**src/hdl/line_follow_pid_drive_defines.svh**
```systemverilog
// Assertion macros for the line follower drive block.
`ifndef LINE_FOLLOW_PID_DRIVE_DEFINES_SVH
`define LINE_FOLLOW_PID_DRIVE_DEFINES_SVH

// Same-cycle implication, clocked on clk, off during reset.
`define LFPD_ASSERT_IMP(lbl, ante, cons, msg) \
	lbl: assert property (@(posedge clk) disable iff (!arst_n) (ante) |-> (cons)) \
		else $error(msg);

// Next-cycle implication, clocked on clk, off during reset.
`define LFPD_ASSERT_NXT(lbl, ante, cons, msg) \
	lbl: assert property (@(posedge clk) disable iff (!arst_n) (ante) |=> (cons)) \
		else $error(msg);

`endif

```
**src/hdl/lfpd_pkg.sv**
```systemverilog
// Package: constants and types of the line follower drive block.
`timescale 1ns / 1ps
package lfpd_pkg;

	localparam int SAMPLE_FRAC_BITS_DEF = 12;
	localparam int SUM_WIDTH_DEF        = 24;

	localparam int GAIN_W  = 20;
	localparam int BASE_W  = 10;
	localparam int DRIVE_W = 16;

	localparam logic [GAIN_W-1:0] GAIN_P_RST     = GAIN_W'(61440);
	localparam logic [GAIN_W-1:0] GAIN_D_RST     = GAIN_W'(4096);
	localparam logic [GAIN_W-1:0] GAIN_I_RST     = GAIN_W'(41);
	localparam logic [BASE_W-1:0] BASE_SPEED_RST = BASE_W'(60);

	typedef enum logic [1:0] {
		REG_GAIN_P     = 2'd0,
		REG_GAIN_D     = 2'd1,
		REG_GAIN_I     = 2'd2,
		REG_BASE_SPEED = 2'd3
	} reg_idx_t;

	typedef enum logic [1:0] {
		SIDE_NONE  = 2'd0,
		SIDE_LEFT  = 2'd1,
		SIDE_RIGHT = 2'd2
	} side_t;

endpackage

```
**src/hdl/lfpd_sample_if.sv**
```systemverilog
// Interface: sensor sample request channel.
`timescale 1ns / 1ps
interface lfpd_sample_if #(
	parameter int SAMPLE_W = lfpd_pkg::SAMPLE_FRAC_BITS_DEF + 1
);
	logic                valid;
	logic                ready;
	logic [SAMPLE_W-1:0] left_sample;
	logic [SAMPLE_W-1:0] middle_sample;
	logic [SAMPLE_W-1:0] right_sample;

	modport source (
		output valid, left_sample, middle_sample, right_sample,
		input  ready
	);
	modport sink (
		input  valid, left_sample, middle_sample, right_sample,
		output ready
	);
endinterface

```
**src/hdl/lfpd_drive_if.sv**
```systemverilog
// Interface: wheel drive request channel.
`timescale 1ns / 1ps
interface lfpd_drive_if;
	import lfpd_pkg::*;

	logic                      valid;
	logic                      ready;
	logic signed [DRIVE_W-1:0] left_drive;
	logic signed [DRIVE_W-1:0] right_drive;

	modport source (
		output valid, left_drive, right_drive,
		input  ready
	);
	modport sink (
		input  valid, left_drive, right_drive,
		output ready
	);
endinterface

```
**src/hdl/line_follow_pid_drive.sv**
```systemverilog
// Top level: PID line follower producing differential wheel drive.
// Usage:
//   sensor: request of three darkness samples (Q0.F, 1.0 = 2^F). A set with any
//     sample at 0 or at 1.0 and above is taken and dropped, no drive request.
//   drive:  request of left/right wheel speeds, signed Q12.4 deg/s, saturated.
//   cfg_we/cfg_index/cfg_data: register writes (gain_p, gain_d, gain_i,
//     base_speed); write only while nothing is in flight.
// Path: compare and integral are worked out ahead of the accepting edge and
//   registered in stage 1, then gain products, PID sum, magnitude, x10 scaling,
//   and drive sum with saturation are registered in stages 2 to 6.
// Throughput: one sample set per cycle unless stalled; each stage has its own
//   valid bit and moves up whenever the stage after it is empty or moving.
// Stall: while drive.ready is low the output holds its request, and earlier
//   stages keep filling; sensor.ready drops only when all six stages are full.
// Reset: gains and base speed return to defaults, integral and last error to
//   zero, the next accepted set counts as the first (no derivative/integral),
//   and the pipeline empties.
`timescale 1ns / 1ps
module line_follow_pid_drive #(
	parameter int SAMPLE_FRAC_BITS = lfpd_pkg::SAMPLE_FRAC_BITS_DEF,
	parameter int SUM_WIDTH        = lfpd_pkg::SUM_WIDTH_DEF
) (
	input  logic                       clk,
	input  logic                       arst_n,
	lfpd_sample_if.sink                sensor,
	lfpd_drive_if.source               drive,
	input  logic                       cfg_we,
	input  lfpd_pkg::reg_idx_t         cfg_index,
	input  logic [lfpd_pkg::GAIN_W-1:0] cfg_data
);
	import lfpd_pkg::*;

	`include "line_follow_pid_drive_defines.svh"

	localparam int F   = SAMPLE_FRAC_BITS;
	localparam int EW  = F + 2;
	localparam int DW  = EW + 1;
	localparam int XW  = EW + 8;
	localparam int AW  = ((SUM_WIDTH > EW) ? SUM_WIDTH : EW) + 1;
	localparam int LO  = SUM_WIDTH / 2;
	localparam int HI  = SUM_WIDTH - LO;
	localparam int PW  = GAIN_W + ((SUM_WIDTH > DW) ? SUM_WIDTH : DW) + 4;
	localparam int MW  = PW + 4;
	localparam int SH  = F + 8;
	localparam int TW  = 17;
	localparam int RW  = 19;

	localparam logic signed [EW-1:0] TARGET = EW'((36 * (1 << F) + 50) / 100);
	localparam logic signed [XW-1:0] THRESH = XW'(5 * (1 << F));
	localparam logic signed [AW-1:0] SUM_MAX = AW'({1'b0, {(SUM_WIDTH-1){1'b1}}});
	localparam logic signed [AW-1:0] SUM_MIN = ~SUM_MAX;
	localparam logic [TW-1:0]        T_MAX  = TW'(65536);
	localparam logic [MW-1:0]        HALF   = MW'(1) << (SH - 1);

	function automatic logic signed [DRIVE_W-1:0] sat16(input logic signed [RW-1:0] v);
		if (v > RW'(32767)) begin
			return DRIVE_W'(32767);
		end else if (v < -RW'(32768)) begin
			return DRIVE_W'(-32768);
		end
		return v[DRIVE_W-1:0];
	endfunction

	// configuration
	logic [GAIN_W-1:0] gain_p_q, gain_d_q, gain_i_q;
	logic [BASE_W-1:0] base_q;

	always_ff @(posedge clk or negedge arst_n) begin
		if (!arst_n) begin
			gain_p_q <= GAIN_P_RST;
			gain_d_q <= GAIN_D_RST;
			gain_i_q <= GAIN_I_RST;
			base_q   <= BASE_SPEED_RST;
		end else if (cfg_we) begin
			unique case (cfg_index)
				REG_GAIN_P:     gain_p_q <= cfg_data;
				REG_GAIN_D:     gain_d_q <= cfg_data;
				REG_GAIN_I:     gain_i_q <= cfg_data;
				REG_BASE_SPEED: base_q   <= cfg_data[BASE_W-1:0];
				default:        ;
			endcase
		end
	end

	// stage handshake
	logic v_s1, v_s2, v_s3, v_s4, v_s5, v_s6;
	logic rdy1, rdy2, rdy3, rdy4, rdy5, rdy6;

	assign rdy6 = !v_s6 || drive.ready;
	assign rdy5 = !v_s5 || rdy6;
	assign rdy4 = !v_s4 || rdy5;
	assign rdy3 = !v_s3 || rdy4;
	assign rdy2 = !v_s2 || rdy3;
	assign rdy1 = !v_s1 || rdy2;
	assign sensor.ready = rdy1;

	// front end: check, error, derivative, integral
	logic                   samples_ok, acc_ok;
	logic signed [EW-1:0]   err;
	logic signed [DW-1:0]   der;
	logic signed [XW-1:0]   err_x;
	logic signed [AW-1:0]   sum_add;
	logic [SUM_WIDTH-1:0]   sum_next;
	side_t                  side;

	logic signed [EW-1:0]   last_error_q;
	logic [SUM_WIDTH-1:0]   error_sum_q;
	logic                   first_q;

	assign samples_ok = (sensor.left_sample != '0)   && !sensor.left_sample[F] &&
	                    (sensor.middle_sample != '0) && !sensor.middle_sample[F] &&
	                    (sensor.right_sample != '0)  && !sensor.right_sample[F];
	assign acc_ok = sensor.valid && rdy1 && samples_ok;

	always_comb begin
		err     = TARGET - $signed(EW'(sensor.middle_sample));
		err_x   = XW'(err) * XW'(100);
		der     = first_q ? '0 : (DW'(last_error_q) - DW'(err));
		sum_add = AW'($signed(error_sum_q)) + AW'(err);
		if (first_q) begin
			sum_next = error_sum_q;
		end else if (sum_add > SUM_MAX) begin
			sum_next = SUM_MAX[SUM_WIDTH-1:0];
		end else if (sum_add < SUM_MIN) begin
			sum_next = SUM_MIN[SUM_WIDTH-1:0];
		end else begin
			sum_next = sum_add[SUM_WIDTH-1:0];
		end
		if (sensor.left_sample > sensor.right_sample) begin
			side = SIDE_LEFT;
		end else if (sensor.left_sample < sensor.right_sample) begin
			side = SIDE_RIGHT;
		end else begin
			side = SIDE_NONE;
		end
	end

	always_ff @(posedge clk or negedge arst_n) begin
		if (!arst_n) begin
			last_error_q <= '0;
			error_sum_q  <= '0;
			first_q      <= 1'b1;
		end else if (acc_ok) begin
			last_error_q <= err;
			error_sum_q  <= sum_next;
			first_q      <= 1'b0;
		end
	end

	// valid bits
	always_ff @(posedge clk or negedge arst_n) begin
		if (!arst_n) begin
			v_s1 <= 1'b0;
			v_s2 <= 1'b0;
			v_s3 <= 1'b0;
			v_s4 <= 1'b0;
			v_s5 <= 1'b0;
			v_s6 <= 1'b0;
		end else begin
			if (rdy1) v_s1 <= sensor.valid && samples_ok;
			if (rdy2) v_s2 <= v_s1;
			if (rdy3) v_s3 <= v_s2;
			if (rdy4) v_s4 <= v_s3;
			if (rdy5) v_s5 <= v_s4;
			if (rdy6) v_s6 <= v_s5;
		end
	end

	// payload
	logic signed [EW-1:0]           err_s1;
	logic signed [DW-1:0]           der_s1;
	logic [SUM_WIDTH-1:0]           sum_s1;
	side_t                          side_s1, side_s2, side_s3, side_s4, side_s5;
	logic                           gt_s1, gt_s2, gt_s3, gt_s4;

	logic signed [GAIN_W+EW:0]      pp_p_s2;
	logic signed [GAIN_W+DW:0]      pp_d_s2;
	logic [GAIN_W+LO-1:0]           pp_ilo_s2;
	logic signed [GAIN_W+HI:0]      pp_ihi_s2;

	logic signed [PW-1:0]           pid_s3;
	logic [PW-1:0]                  mag_s4;
	logic                           neg_s4, neg_s5;
	logic [TW-1:0]                  tmag_s5;
	logic signed [DRIVE_W-1:0]      left_drive_s6, right_drive_s6;

	logic [MW-1:0]                  scaled;
	logic [MW-SH-1:0]               shifted;
	logic signed [RW-1:0]           t_sg, base_sg, ld, rd;

	always_comb begin
		scaled  = MW'({mag_s4, 3'b000}) + MW'({mag_s4, 1'b0}) + HALF;
		shifted = scaled[MW-1:SH];
		t_sg    = neg_s5 ? -$signed(RW'(tmag_s5)) : $signed(RW'(tmag_s5));
		base_sg = -$signed(RW'({base_q, 4'b0000}));
		unique case (side_s5)
			SIDE_LEFT: begin
				ld = base_sg + t_sg;
				rd = base_sg - t_sg;
			end
			SIDE_RIGHT: begin
				ld = base_sg - t_sg;
				rd = base_sg + t_sg;
			end
			default: begin
				ld = base_sg;
				rd = base_sg;
			end
		endcase
	end

	always_ff @(posedge clk) begin
		if (rdy1) begin
			err_s1  <= err;
			der_s1  <= der;
			sum_s1  <= sum_next;
			side_s1 <= side;
			gt_s1   <= err_x > THRESH;
		end
		if (rdy2) begin
			pp_p_s2   <= $signed({1'b0, gain_p_q}) * err_s1;
			pp_d_s2   <= $signed({1'b0, gain_d_q}) * der_s1;
			pp_ilo_s2 <= gain_i_q * sum_s1[LO-1:0];
			pp_ihi_s2 <= $signed({1'b0, gain_i_q}) * $signed(sum_s1[SUM_WIDTH-1:LO]);
			side_s2   <= side_s1;
			gt_s2     <= gt_s1;
		end
		if (rdy3) begin
			pid_s3  <= PW'(pp_p_s2) + PW'(pp_d_s2) + (PW'(pp_ihi_s2) <<< LO) +
			           $signed(PW'(pp_ilo_s2));
			side_s3 <= side_s2;
			gt_s3   <= gt_s2;
		end
		if (rdy4) begin
			mag_s4  <= pid_s3[PW-1] ? PW'(-pid_s3) : PW'(pid_s3);
			neg_s4  <= pid_s3[PW-1];
			side_s4 <= side_s3;
			gt_s4   <= gt_s3;
		end
		if (rdy5) begin
			if (!gt_s4) begin
				tmag_s5 <= '0;
			end else if (shifted > (MW-SH)'(T_MAX)) begin
				tmag_s5 <= T_MAX;
			end else begin
				tmag_s5 <= shifted[TW-1:0];
			end
			neg_s5  <= neg_s4;
			side_s5 <= side_s4;
		end
		if (rdy6) begin
			left_drive_s6  <= sat16(ld);
			right_drive_s6 <= sat16(rd);
		end
	end

	assign drive.valid       = v_s6;
	assign drive.left_drive  = left_drive_s6;
	assign drive.right_drive = right_drive_s6;

	// checks
	`LFPD_ASSERT_NXT(a_reject_keeps_state, sensor.valid && rdy1 && !samples_ok,
		$stable(error_sum_q) && $stable(last_error_q) && $stable(first_q),
		"rejected sample set changed PID state")
	`LFPD_ASSERT_IMP(a_first_clears_on_accept, $fell(first_q), $past(acc_ok),
		"first-sample flag cleared without an accepted set")
	`LFPD_ASSERT_IMP(a_backpressure_only_when_full, !sensor.ready,
		v_s1 && v_s2 && v_s3 && v_s4 && v_s5 && v_s6,
		"sensor stalled with an empty stage")

endmodule

```
**src/flat_wrapper.sv**
```systemverilog
// flat-port wrapper written by rule: the top's interface ports become plain ports
module line_follow_pid_drive_flat import lfpd_pkg::*;
#(
	parameter int SAMPLE_FRAC_BITS = lfpd_pkg::SAMPLE_FRAC_BITS_DEF,
	parameter int SUM_WIDTH        = lfpd_pkg::SUM_WIDTH_DEF
)
  (clk, arst_n, cfg_we, cfg_index, cfg_data, sensor_valid, sensor_left_sample, sensor_middle_sample, sensor_right_sample, sensor_ready, drive_valid, drive_left_drive, drive_right_drive, drive_ready);
  lfpd_sample_if sensor_i ();
  lfpd_drive_if drive_i ();
  input  logic clk;
  input  logic arst_n;
  input  logic cfg_we;
  input  lfpd_pkg::reg_idx_t cfg_index;
  input  logic [lfpd_pkg::GAIN_W-1:0] cfg_data;
  input wire logic [$bits(sensor_i.valid)-1:0] sensor_valid;
  input wire logic [$bits(sensor_i.left_sample)-1:0] sensor_left_sample;
  input wire logic [$bits(sensor_i.middle_sample)-1:0] sensor_middle_sample;
  input wire logic [$bits(sensor_i.right_sample)-1:0] sensor_right_sample;
  output wire logic [$bits(sensor_i.ready)-1:0] sensor_ready;
  output wire logic [$bits(drive_i.valid)-1:0] drive_valid;
  output wire logic [$bits(drive_i.left_drive)-1:0] drive_left_drive;
  output wire logic [$bits(drive_i.right_drive)-1:0] drive_right_drive;
  input wire logic [$bits(drive_i.ready)-1:0] drive_ready;
  assign sensor_i.valid = sensor_valid;
  assign sensor_i.left_sample = sensor_left_sample;
  assign sensor_i.middle_sample = sensor_middle_sample;
  assign sensor_i.right_sample = sensor_right_sample;
  assign sensor_ready = sensor_i.ready;
  assign drive_valid = drive_i.valid;
  assign drive_left_drive = drive_i.left_drive;
  assign drive_right_drive = drive_i.right_drive;
  assign drive_i.ready = drive_ready;
  line_follow_pid_drive #(.SAMPLE_FRAC_BITS(SAMPLE_FRAC_BITS), .SUM_WIDTH(SUM_WIDTH)) u_core (.clk(clk), .arst_n(arst_n), .sensor(sensor_i), .drive(drive_i), .cfg_we(cfg_we), .cfg_index(cfg_index), .cfg_data(cfg_data));
endmodule
```
**config.mk**
```make
export PLATFORM = sky130hd
export DESIGN_NAME = line_follow_pid_drive_flat
export DESIGN_NICKNAME = d
export VERILOG_FILES = /design/src/hdl/lfpd_pkg.sv /design/src/hdl/lfpd_sample_if.sv /design/src/hdl/lfpd_drive_if.sv /design/src/hdl/line_follow_pid_drive.sv /design/src/flat_wrapper.sv
export VERILOG_INCLUDE_DIRS = /design/src /design/src/hdl
export SDC_FILE = /design/constraint.sdc
export NUM_CORES = 2
export LEC_CHECK = 0
export BUFFER_PORTS_ARGS = -buffer_cell sky130_fd_sc_hd__buf_2
export CAP_MARGIN = 30
export CORE_ASPECT_RATIO = 0.75
export CORE_MARGIN = 4
export CORE_UTILIZATION = 35
export CTS_BUF_LIST = sky130_fd_sc_hd__clkbuf_16
export DETAILED_ROUTE_END_ITERATION = 7
export MAX_ROUTING_LAYER = met4
export PLACE_DENSITY = 0.52
export SYNTH_ARGS = -nofsm -noshare
export SYNTH_HDL_FRONTEND = slang
export SYNTH_SLANG_ARGS = --single-unit
```
**constraint.sdc**
```tcl
create_clock -name clk -period 10.8 [get_ports clk]
set_input_delay 1.62 -clock clk [delete_from_list [all_inputs] [get_ports clk]]
set_output_delay 1.62 -clock clk [all_outputs]
set_load 0.1 [all_outputs]
```
==> results.py <==
metrics = {
    "status": {
        "status": "completed",
    },
    "timing": {
        "fin_crit_ps": 7635,
        "slew_headroom_pct": 29.08,
        "slew_violations": 0,
        "worst_clock_skew_ps": 48.56,
        "whs_ps": 412.3,
        "grt_setup_unrepaired": "false",
        "finalSetupViolations": 0,
        "finalSetupTns_ps": 0,
        "worst_pin_slew_ps": 1064,
        "period_share_pct": 70.69,
        "clock.fmax_ghz": 0.1310,
        "hold_viol": 0,
    },
    "synth": {
        "async_flop_share_pct": 24.73,
        "synth_ff_type": "edfxtp_1",
        "syn_area_per_cell_um2": 9.472,
        "synth-xor-area-share_pct": 4.576,
        "ys_seq_elements": 465,
        "synthSimpleGateAreaFrac_pct": 14.68,
        "synthCells": 6885,
        "synth_top_family_by_area": "adder cells",
        "synth-edff-count": 350,
        "synth_compound_area_share_pct": 10.40,
        "yosysWarnings": 0,
        "synthMuxAreaShare_pct": 1.615,
        "synth_fa_ha_area_share_pct": 40.11,
        "netlist_area_mm2": 0.06522,
        "ys_types": 91,
        "seq_area_frac_synth_pct": 20.55,
        "syn-num-nets": 8521,
    },
    "worst_setup_path": {
        "worstReg2RegStart": "u_core.der_s1[5]",
        "crit_required_ps": 11220,
        "critical_path_cell_count": 21,
        "worstPathArrival_ps": 8060,
        "crit_fanout": 20,
        "timing.rr.end": "u_core.pp_d_s2[35]",
        "cp-end-kind": "flip-flop",
        "slowest_delay_ps": 830,
        "worst_path_max_delay_cell": "edfxtp_1",
        "critPathKind": "flip-flop to flip-flop",
        "cpLargestDelayFamily": "adder cells",
        "cpMostUsedCell": "fa_1",
        "cp-start-kind": "flip-flop",
        "crit_end": "u_core.pp_d_s2[35]",
        "r2r_slack_ps": 3170,
        "crit_chain": "nand2_1 > fa_1 > fa_1 > fa_1 > inv_1 > fa_1 > inv_1 > fa_1 > inv_1 > fa_1 > ha_1 > a211o_1 > o41ai_1 > o21ai_0 > a221oi_1 > buf_4 > o311ai_0 > a31oi_1 > o21ai_0 > a21oi_1 > xnor2_1",
        "reg2reg_depth": 21,
        "startpoint": "u_core.der_s1[5]",
        "worst-path-buf-inv": 4,
    },
    "die": {
        "ios": 100,
        "start_util_pct": 35.39,
        "num_rows": 136,
        "die_y_um": 381.8,
        "dieArea_mm2": 0.1934,
        "core_mm2": 0.1843,
        "die-width_um": 506.4,
    },
    "clocking": {
        "clockRootBuffer": "clkbuf_16",
        "cts.reportedPaths.clkPinSlew_ps": 60,
        "cts_max_level": 2,
        "cts_buffers": 55,
        "post_cts_resized": 0,
        "clock_latency_ps": 680,
        "hold_buffers": 0,
        "cts_tree": "built",
        "cts_max_path_buffers": 3,
        "clkSinkCount": 465,
        "cts_setup_buffers": 0,
    },
    "job": {
        "max_cap_viol_count": 0,
    },
    "place": {
        "io_buffers": 99,
        "globalplace.congestion": 0.8875,
        "dp_hpwl_mm": 145.0,
        "post_dp_cell_area_mm2": 0.06825,
    },
    "global_routing": {
        "grt_pass1_wl_mm": 287.9,
        "grt-busiest-layer": "met1",
        "met1_usage_pct": 29.23,
        "gr-usage-met2_pct": 28.05,
        "grt_start_max_net_pins": 81,
        "use_met3_pct": 3.005,
        "grt_overflow": 0,
        "antenna_found_initial": 16,
        "track_usage_pct": 19.46,
        "grt_pass1_vias": 48450,
    },
    "final_layout": {
        "nets": 8458,
        "utilization_pct": 38.10,
        "drive_above_1_share_pct": 5.664,
        "postLayoutCellArea_mm2": 0.07021,
        "syn_to_final_growth_pct": 7.665,
        "final_common_cell": "inv_1",
        "final_cell_mix": "inv_1, fa_1, nand2_1",
    },
    "routing": {
        "wl_per_cell_um": 19.40,
        "via_count": 47550,
        "viasPerCell": 5.077,
        "antenna_left": 0,
        "routed_wl_mm": 181.7,
        "first_pass_iters": 7,
        "drtIter0Drc": 3316,
        "drc": 0,
    },
    "hold_path": {
        "hp-class": "flip-flop to flip-flop",
    },
}
[metrics by stage]
step                      std cells  setup WS [ps]
after floorplan                6885           3436
after global placement         9242           3240
after detailed placement       9247           3222
after CTS                      9350           3207
after global routing           9356           2772
final                          9364           3165
[synth_stat cells (all sizes together), types with 88 or more instances]
cell,instances,share of area (%)
xnor2,250,3.4
a21oi,300,2.3
a21o,111,1.3
o21ai,232,1.8
and2,430,4.1
fa,857,26
edfxtp,350,16
clkbuf,262,1.5
xor2,88,1.2
nor2,260,1.5
ha,713,14
nand2,806,4.6
inv,1124,6.5
dfrtp,102,3.9
[logic make-up after synthesis]
kind of cell | after synthesis
xor+xnor | 339
fa+ha+maj | 1578
flops | 465
simple gates | 1961
compound gates | 1050
buf+inv | 1397
mux | 95
[worst min-delay path by stage]
| stage | cells after the start | startpoint | endpoint | slack (ps) |
|---|---|---|---|---|
| 2_1_floorplan | 0 | u_core.gt_s1 | u_core.gt_s2 | 400 |
| 3_3_place_gp | 0 | u_core.side_s4[0] | u_core.side_s5[0] | 400 |
| 3_5_place_dp | 0 | u_core.side_s2[1] | u_core.side_s3[1] | 400 |
| 4_1_cts | 0 | u_core.side_s2[1] | u_core.side_s3[1] | 410 |
| 5_1_grt | 0 | u_core.side_s2[1] | u_core.side_s3[1] | 410 |
| 6_report | 0 | u_core.side_s2[1] | u_core.side_s3[1] | 410 |
[flip-flops by register name (all words and copies together) (netlist names), 15 cells and up]
register                  cells
u_core.gain_p_q              20
u_core.pp_ihi_s2             33
u_core.der_s1                15
u_core.pp_d_s2               36
u_core.pid_s3                48
u_core.error_sum_q           24
u_core.mag_s4                48
u_core.pp_p_s2               35
u_core.sum_s1                24
u_core.gain_d_q              20
u_core.drive.left_drive      16
u_core.tmag_s5               17
u_core.gain_i_q              20
u_core.drive.right_drive     16
u_core.pp_ilo_s2             32
[final cells by class]
| class | count | area (um2) |
|---|---|---|
| antenna | 12 | 30.03 |
| clock buffer | 55 | 1376 |
| clock inverter | 48 | 518.0 |
| fill | 18370 | 114100 |
| inverter | 1126 | 4227 |
| multi-input combinational | 5023 | 46590 |
| sequential | 465 | 13400 |
| tap | 2484 | 3108 |
| timing repair buffer | 151 | 962.2 |
[routing by layer]
metal / wire [um] / vias to the layer above / part of all wire (%)
met2: 76070 / 1188 / 42
met3: 11500 / 149 / 6.3
met4: 2965 / 0 / 1.6
li1: - / 22380 / -
met5: 0 / - / 0
met1: 91160 / 23830 / 50
Power is not shown: default switching activity piles up to over one toggle a cycle in this logic, so the estimate is an artifact.
